[src/rtl/dsv_pkg.sv]
// Package for the date-time string validator: character codes, field
// positions, numeric limits and the month length function.
// No dependencies.
package dsv_pkg;

    localparam int unsigned DtLength    = 19;
    localparam int unsigned PosSaturate = 20;

    localparam logic [4:0] PosMonthLo  = 5'd3;
    localparam logic [4:0] PosColon0   = 5'd2;
    localparam logic [4:0] PosColon1   = 5'd5;
    localparam logic [4:0] PosSpace    = 5'd10;
    localparam logic [4:0] PosColon2   = 5'd13;
    localparam logic [4:0] PosColon3   = 5'd16;
    localparam logic [4:0] PosLast     = 5'(DtLength - 1);
    localparam logic [4:0] PosMax      = 5'(PosSaturate);
    localparam logic [4:0] PosYearLo   = 5'd6;
    localparam logic [4:0] PosHourLo   = 5'd11;
    localparam logic [4:0] PosMinuteLo = 5'd14;
    localparam logic [4:0] PosSecondLo = 5'd17;

    localparam logic [7:0] ChColon = 8'h3A;
    localparam logic [7:0] ChSpace = 8'h20;
    localparam logic [7:0] ChZero  = 8'h30;
    localparam logic [7:0] ChNine  = 8'h39;

    localparam logic [6:0] MonthMax  = 7'd12;
    localparam logic [6:0] HourMax   = 7'd23;
    localparam logic [6:0] MinSecMax = 7'd59;

    // floor(y / 25) == (y * DivMul25) >> DivShift25 for every 14-bit y.
    localparam logic [12:0] DivMul25   = 13'd5243;
    localparam int unsigned DivShift25 = 17;

    typedef logic [6:0]  t_val7;
    typedef logic [13:0] t_val14;

    function automatic logic [4:0] month_length(input t_val7 month, input logic leap);
        logic [4:0] len;
        case (month)
            7'd1, 7'd3, 7'd5, 7'd7, 7'd8, 7'd10, 7'd12: len = 5'd31;
            7'd4, 7'd6, 7'd9, 7'd11: len = 5'd30;
            7'd2: len = leap ? 5'd29 : 5'd28;
            default: len = 5'd0;
        endcase
        return len;
    endfunction

endpackage

[src/rtl/datetime_string_validator_core.sv]
// Date-time string validator core: character-stream checker with an output register.
// Depends on dsv_pkg.
//
// The block takes one character per beat and gives one result beat, a single
// valid flag, for each beat marked last; the flag is 1 only for exactly 19
// characters in the form dd:MM:yyyy hh:mm:ss with a real calendar date
// (Gregorian leap years) and a time of at most 23:59:59. One character is
// taken every cycle unless input is stalled: each beat updates the position
// counter and field accumulators, and the verdict is loaded into the output
// register in that same cycle. Input is stalled only while a result waits in
// the output register and the downstream side stalls. After each last beat
// the position counter, failure flag and field accumulators are reset.
module datetime_string_validator_core (
    input  logic                i_clk,
    input  logic                i_rst_n,
    input  logic                i_valid,
    output logic                o_stall,
    input  logic [7:0]          i_ch,
    input  logic                i_last,
    output logic                o_valid,
    input  logic                i_stall,
    output logic                o_valid_res
);
    import dsv_pkg::*;

    logic [4:0] r_pos, n_pos;
    logic       r_failed, n_failed;
    t_val7      r_day, n_day;
    t_val7      r_month, n_month;
    t_val14     r_year, n_year;
    t_val7      r_hour, n_hour;
    t_val7      r_minute, n_minute;
    t_val7      r_second, n_second;
    logic [9:0] r_q25;
    logic       r_leap;
    logic       r_out_vld;
    logic       r_out_res;

    logic        w_accept;
    logic        w_digit;
    logic [3:0]  w_d;
    logic [26:0] w_prod;
    logic [13:0] w_q25x;
    logic        w_mul25;
    logic        w_res;

    function automatic t_val7 push7(input t_val7 acc, input logic [3:0] d);
        logic [10:0] sum;
        sum = {1'b0, acc, 3'b000} + {3'b000, acc, 1'b0} + {7'd0, d};
        return sum[6:0];
    endfunction

    function automatic t_val14 push14(input t_val14 acc, input logic [3:0] d);
        logic [17:0] sum;
        sum = {1'b0, acc, 3'b000} + {3'b000, acc, 1'b0} + {14'd0, d};
        return sum[13:0];
    endfunction

    assign o_stall  = r_out_vld & i_stall;
    assign w_accept = i_valid & ~o_stall;
    assign w_digit  = (i_ch >= ChZero) && (i_ch <= ChNine);
    assign w_d      = w_digit ? 4'(i_ch - ChZero) : 4'd0;

    // Year divided by 25 via reciprocal multiply; the year is settled many
    // beats before the last character, so two register stages are harmless.
    assign w_prod  = 27'(r_year) * 27'(DivMul25);
    assign w_q25x  = 14'({r_q25, 4'b0000} + {1'b0, r_q25, 3'b000} + {4'd0, r_q25});
    assign w_mul25 = (w_q25x == r_year);

    always_comb begin
        n_pos    = r_pos;
        n_failed = r_failed;
        n_day    = r_day;
        n_month  = r_month;
        n_year   = r_year;
        n_hour   = r_hour;
        n_minute = r_minute;
        n_second = r_second;
        if (r_pos > PosLast) begin
            n_failed = 1'b1;
        end else if (r_pos == PosColon0 || r_pos == PosColon1 ||
                     r_pos == PosColon2 || r_pos == PosColon3) begin
            if (i_ch != ChColon) n_failed = 1'b1;
        end else if (r_pos == PosSpace) begin
            if (i_ch != ChSpace) n_failed = 1'b1;
        end else if (!w_digit) begin
            n_failed = 1'b1;
        end else if (r_pos < PosMonthLo) begin
            n_day = push7(r_day, w_d);
        end else if (r_pos < PosYearLo) begin
            n_month = push7(r_month, w_d);
        end else if (r_pos < PosHourLo) begin
            n_year = push14(r_year, w_d);
        end else if (r_pos < PosMinuteLo) begin
            n_hour = push7(r_hour, w_d);
        end else if (r_pos < PosSecondLo) begin
            n_minute = push7(r_minute, w_d);
        end else begin
            n_second = push7(r_second, w_d);
        end
        if (r_pos < PosMax) n_pos = r_pos + 5'd1;

        w_res = !n_failed && (r_pos == PosLast) &&
                (n_month >= 7'd1) && (n_month <= MonthMax) &&
                (n_day >= 7'd1) &&
                (n_day <= {2'b00, month_length(n_month, r_leap)}) &&
                (n_hour <= HourMax) && (n_minute <= MinSecMax) &&
                (n_second <= MinSecMax);
    end

    always_ff @(posedge i_clk) begin
        if (!i_rst_n) begin
            r_pos     <= '0;
            r_failed  <= 1'b0;
            r_day     <= '0;
            r_month   <= '0;
            r_year    <= '0;
            r_hour    <= '0;
            r_minute  <= '0;
            r_second  <= '0;
            r_q25     <= '0;
            r_leap    <= 1'b0;
            r_out_vld <= 1'b0;
            r_out_res <= 1'b0;
        end else begin
            r_q25  <= w_prod[DivShift25 +: 10];
            // Leap: divisible by 4, and not by 100 unless also by 400.
            r_leap <= (r_year[1:0] == 2'b00) &&
                      (!w_mul25 || (r_year[3:0] == 4'b0000));
            if (w_accept && i_last) begin
                r_pos     <= '0;
                r_failed  <= 1'b0;
                r_day     <= '0;
                r_month   <= '0;
                r_year    <= '0;
                r_hour    <= '0;
                r_minute  <= '0;
                r_second  <= '0;
                r_out_vld <= 1'b1;
                r_out_res <= w_res;
            end else begin
                if (r_out_vld && !i_stall) r_out_vld <= 1'b0;
                if (w_accept) begin
                    r_pos    <= n_pos;
                    r_failed <= n_failed;
                    r_day    <= n_day;
                    r_month  <= n_month;
                    r_year   <= n_year;
                    r_hour   <= n_hour;
                    r_minute <= n_minute;
                    r_second <= n_second;
                end
            end
        end
    end

    assign o_valid     = r_out_vld;
    assign o_valid_res = r_out_res;

    a_pos_range: assert property (@(posedge i_clk) disable iff (!i_rst_n)
        r_pos <= PosMax)
        else $error("position counter beyond saturation");

    a_clear_after_last: assert property (@(posedge i_clk) disable iff (!i_rst_n)
        (w_accept && i_last) |=> (r_pos == '0 && !r_failed && r_year == '0 && o_valid))
        else $error("state not cleared after last beat");

    a_result_source: assert property (@(posedge i_clk) disable iff (!i_rst_n)
        (o_valid && !$past(o_valid && i_stall)) |-> $past(w_accept && i_last))
        else $error("result appeared without a last beat");

    a_true_needs_length: assert property (@(posedge i_clk) disable iff (!i_rst_n)
        (w_accept && i_last && (r_pos != PosLast)) |=> !o_valid_res)
        else $error("wrong-length string reported valid");
endmodule
[config.mk]
export PLATFORM = sky130hd
export DESIGN_NAME = datetime_string_validator_core
export DESIGN_NICKNAME = d
export VERILOG_FILES = /design/src/rtl/dsv_pkg.sv /design/src/rtl/datetime_string_validator_core.sv
export SDC_FILE = /design/constraint.sdc
export NUM_CORES = 1
export LEC_CHECK = 0
export ABC_AREA = 1
export CAP_MARGIN = 0
export CORE_MARGIN = 4
export CORE_UTILIZATION = 50
export DETAILED_ROUTE_END_ITERATION = 10
export DONT_BUFFER_PORTS = 1
export PLACE_DENSITY = 0.76
export SYNTH_ARGS = -nofsm -noshare
export SYNTH_HDL_FRONTEND = slang
export SYNTH_SLANG_ARGS = --single-unit
[constraint.sdc]
create_clock -name i_clk -period 4.7 [get_ports i_clk]
set_input_delay 0.705 -clock i_clk [delete_from_list [all_inputs] [get_ports i_clk]]
set_output_delay 0.705 -clock i_clk [all_outputs]
set_load 0.1 [all_outputs]
==> summary.md <==
| Metric | Value |
|---|---|
| Final wirelength | 23.6 mm |
| Clock Tree Buf Depth | 2 |
| Setup slack after layout | 307 ps |
| Crit path kind | register to register |
| Setup violators final | 0 |
| Clock Tree Root | clkbuf_16 |
| Syn nets | 1560 |
| Worst Path Required | 4930 ps |
| Setup TNS | 0 ps |
| R2R cell count | 18 |
| Placer congestion estimate | 0.981 |
| Syn. warnings | 0 |
| Synth-to-layout area growth | 8.71% |
| DRC viols | 0 |
| Syn Inst Count | 1298 |
| Detailed Routing Iterations Pass 1 | 5 |
| Core ar. | 18900 um^2 |
| Critical Path AT | 4620 ps |
| Grt total ovfl | 0 |
| Hold path depth | 2 |
| DPL Wire Length | 19.5 mm |
| RR Startpoint | r_year[11]$_SDFFE_PP0P_ |
| Avg Inst Size Synth | 7.49 um^2 |
| Layout cells sized above 1 | 0.0716 |
| Fin. Hold Viols | 0 |
| FF+latch count, synth | 68 |
| Yosys top cell area share | 0.206 |
| Starting Density | 0.515 |
| Tot Pwr | 0.00158 W |
| Period Utilization, post-route | 0.935 |
| Reported max-cap violation count | 0 |
| Critical path launch point | r_year[11]$_SDFFE_PP0P_ |
| Power Dens Cells | 150 nW/um^2 |
| Worst-Skew Late Latency | 350 ps |
| Hold Startpoint | i_rst_n |
| Critical Path End | r_q25[6]$_SDFF_PN0_ |
| Hold WC Path Type | input port to register |
| Reg2Reg Setup Slack | 310 ps |
| Setup Skew | 9.81 ps |
| Fin crit period | 4390 ps |
| Slowest cell on crit path | fa_1 |
| Actual slew at the worst max-slew pin | 1190 ps |
| IO Count | 16 |
| Cell area after synthesis | 9730 um^2 |
| Largest net degree at the start of global routing | 42 |
| CP Capture Type | register |
| Register area share after synthesis | 0.140 |
| Clock buffer count from CTS | 9 |
| Die Y | 147 um |
| Vias in the first global route | 8274 |
| Cell chain of the critical path | ha_1 > inv_1 > fa_1 > fa_1 > inv_1 > fa_1 > fa_1 > ha_1 > nand2_1 > nand2_1 > a31oi_1 > o21ai_0 > nand2_1 > nand3_2 > nand2_1 > nand3_1 > o21ai_0 > a21oi_1 |
| Top post-synthesis cells by area | ha_1 21%, fa_1 18%, dfxtp_1 14%, inv_1 10%, nand2_1 9.5% |
| GRT Overall Usage | 0.225 |
| Final nets | 1583 |
| CTS clk-pin slew, worst paths | 60 ps |
| Leak pwr | 6.01 nW |
| First-pass GRT wire length | 40.0 mm |
| Slew Viols, Final | 0 |
| Post-DRT Antenna Nets | 0 |
| Vias/cell | 5.31 |
| CTS tree | done |
| Reg2Reg Capture Point | r_q25[6]$_SDFF_PN0_ |
| Buffers on Ports | 0 |
| DRT iter0 DRCs | 608 |
| Dpl ws | 52.9 ps |
| H-tree levels | 3 |
| Max FO, Critical Path | 7 |
| Cell Rows | 50 |
| Initial antenna violation count | 0 |
| Full die area | 21700 um^2 |
| Post-CTS Setup Repair Bufs | 0 |
| Library cells used by synthesis | 48 |
| Ant diodes | 0 |
| Startpoint types | register |
| Detailed-route via count | 8415 |
| Peak VDD IR | 0.177 mV |
| Die Wd | 147 um |
| Largest area contributor in the netlist | ha_1 |
| Mean routed wirelength per cell | 14.9 um |
| Run status | completed |
| Relative slew slack | 0.203 |
| Crit path largest cell delay | 510 ps |
| Total clock sinks | 68 |
| Max Freq | 228 MHz |
==> state kept, by name, summed over array words and instances, names as in the netlist <==
signal / flops
r_year: 14
r_failed: 1
r_pos: 5
r_day: 7
r_q25: 10
o_valid_res: 1
r_second: 7
r_hour: 7
o_valid: 1
r_minute: 7
r_leap: 1
r_month: 7
==> critical path: cells and delay by family (launching register included) <==
| family | cells | cell delay [ps] |
|---|---|---|
| adders and majority gates | 6 | 2580 |
| AOI/OAI and AO/OA | 4 | 580 |
| and+or+nand+nor | 6 | 490 |
| buffers and inverters | 2 | 190 |
| DFF | 1 | 450 |
==> power breakdown <==
group | switching [W] | internal, W
clock network | 0.000291 | 0.000441
logic | 0.000160 | 0.0000858
registers | 0.0000148 | 0.000591
total | 0.000466 | 0.00112
==> worst min path at each step <==
stage	slack, ps	endpoint
after floorplan	460	r_second[5]$_SDFFE_PP0P_
final	490	r_q25[7]$_SDFF_PN0_
after detailed placement	480	r_minute[6]$_SDFFE_PP0P_
after global placement	480	r_hour[6]$_SDFFE_PP0P_
after CTS	480	r_q25[9]$_SDFF_PN0_
after global routing	490	r_q25[7]$_SDFF_PN0_
==> synth_stat cells, drive strengths merged <==
cell and instances:
and3 1, and2 1, buf 3, nand4 26, a21oi 81, nor3 7, o2111ai 1, nand3 67
clkinv 2, fa 89, nor2 105, o21bai 1, a311oi 1, clkbuf 11, o211ai 7, or2 2
a221oi 2, ha 160, nor3b 3, xnor2 14, xnor3 2, a211oi 5, a21boi 1, nand3b 3
o21ai 75, a31oi 3, o22ai 1, nand2 249, a21o 10, dfxtp 68, xor2 22, mux2i 1
nor4 2, inv 272
==> stage by stage <==
stage	area, um^2	std cells	util	hold WS [ps]
floorplan	9730	1298	-	456
global placement	10200	1570	0.540	477
detailed placement	10200	1570	0.540	484
CTS	10500	1586	0.556	476
global route	10600	1586	0.560	494
finish	10600	1586	0.560	485
==> placed cells by master, fill, tap and decap left out, drive strengths merged <==
| master | count |
|---|---|
| mux2i | 1 |
| and2 | 1 |
| clkinvlp | 2 |
| nor4 | 2 |
| and3 | 1 |
| nand3b | 3 |
| nand2 | 249 |
| a311oi | 1 |
| a31oi | 3 |
| ha | 160 |
| nand4 | 26 |
| o22ai | 1 |
| o21ai | 75 |
| o21bai | 1 |
| a21oi | 81 |
| clkbuf | 11 |
| or2 | 2 |
| o211ai | 7 |
| dfxtp | 68 |
| xnor2 | 14 |
| a221oi | 2 |
| o2111ai | 1 |
| a21boi | 1 |
| nor3 | 7 |
| nor3b | 3 |
| xnor3 | 2 |
| buf | 26 |
| nor2 | 105 |
| fa | 89 |
| inv | 273 |
| clkinv | 3 |
| xor2 | 22 |
| a211oi | 5 |
| a21o | 10 |
| nand3 | 67 |
| bufinv | 1 |
==> cell families (layout without fill, tap and decap cells) <==
family / after synthesis / count (layout) / synth area share
compound gates: 188 / 188 / 0.107
xor+xnor: 38 / 38 / 0.0371
fa+ha+maj: 249 / 249 / 0.389
buf+inv: 288 / 316 / 0.112
flops: 68 / 68 / 0.140
mux: 1 / 1 / 0.00103
simple gates: 466 / 466 / 0.214
==> routing by layer <==
layer  vias to the layer above  wire (um)  part of all wire  track usage
li1                       4204          -                 -            -
met1                      3965      10800              0.46        0.308
met2                       211      11100              0.47        0.375
met3                        35       1310             0.055       0.0380
met4                         0        393             0.017       0.0503
met5                         -          0                 0            0
==> area by class of cell <==
class | instances | area [um^2]
Fill cell | 1763 | 8320
Clock buffer | 11 | 253
Tap cell | 260 | 325
Clock inverter | 5 | 58.8
Inverter | 274 | 1030
Timing Repair Buffer | 26 | 195
Multi-Input combinational cell | 942 | 7340
Sequential cell | 68 | 1370
==> timing repair <==
item / CTS / global route
setup endpoints to repair: 0 / 9
resized for setup: 0 / 20
hold buffers: 0 / 0
(Power assumes the default switching activity.)
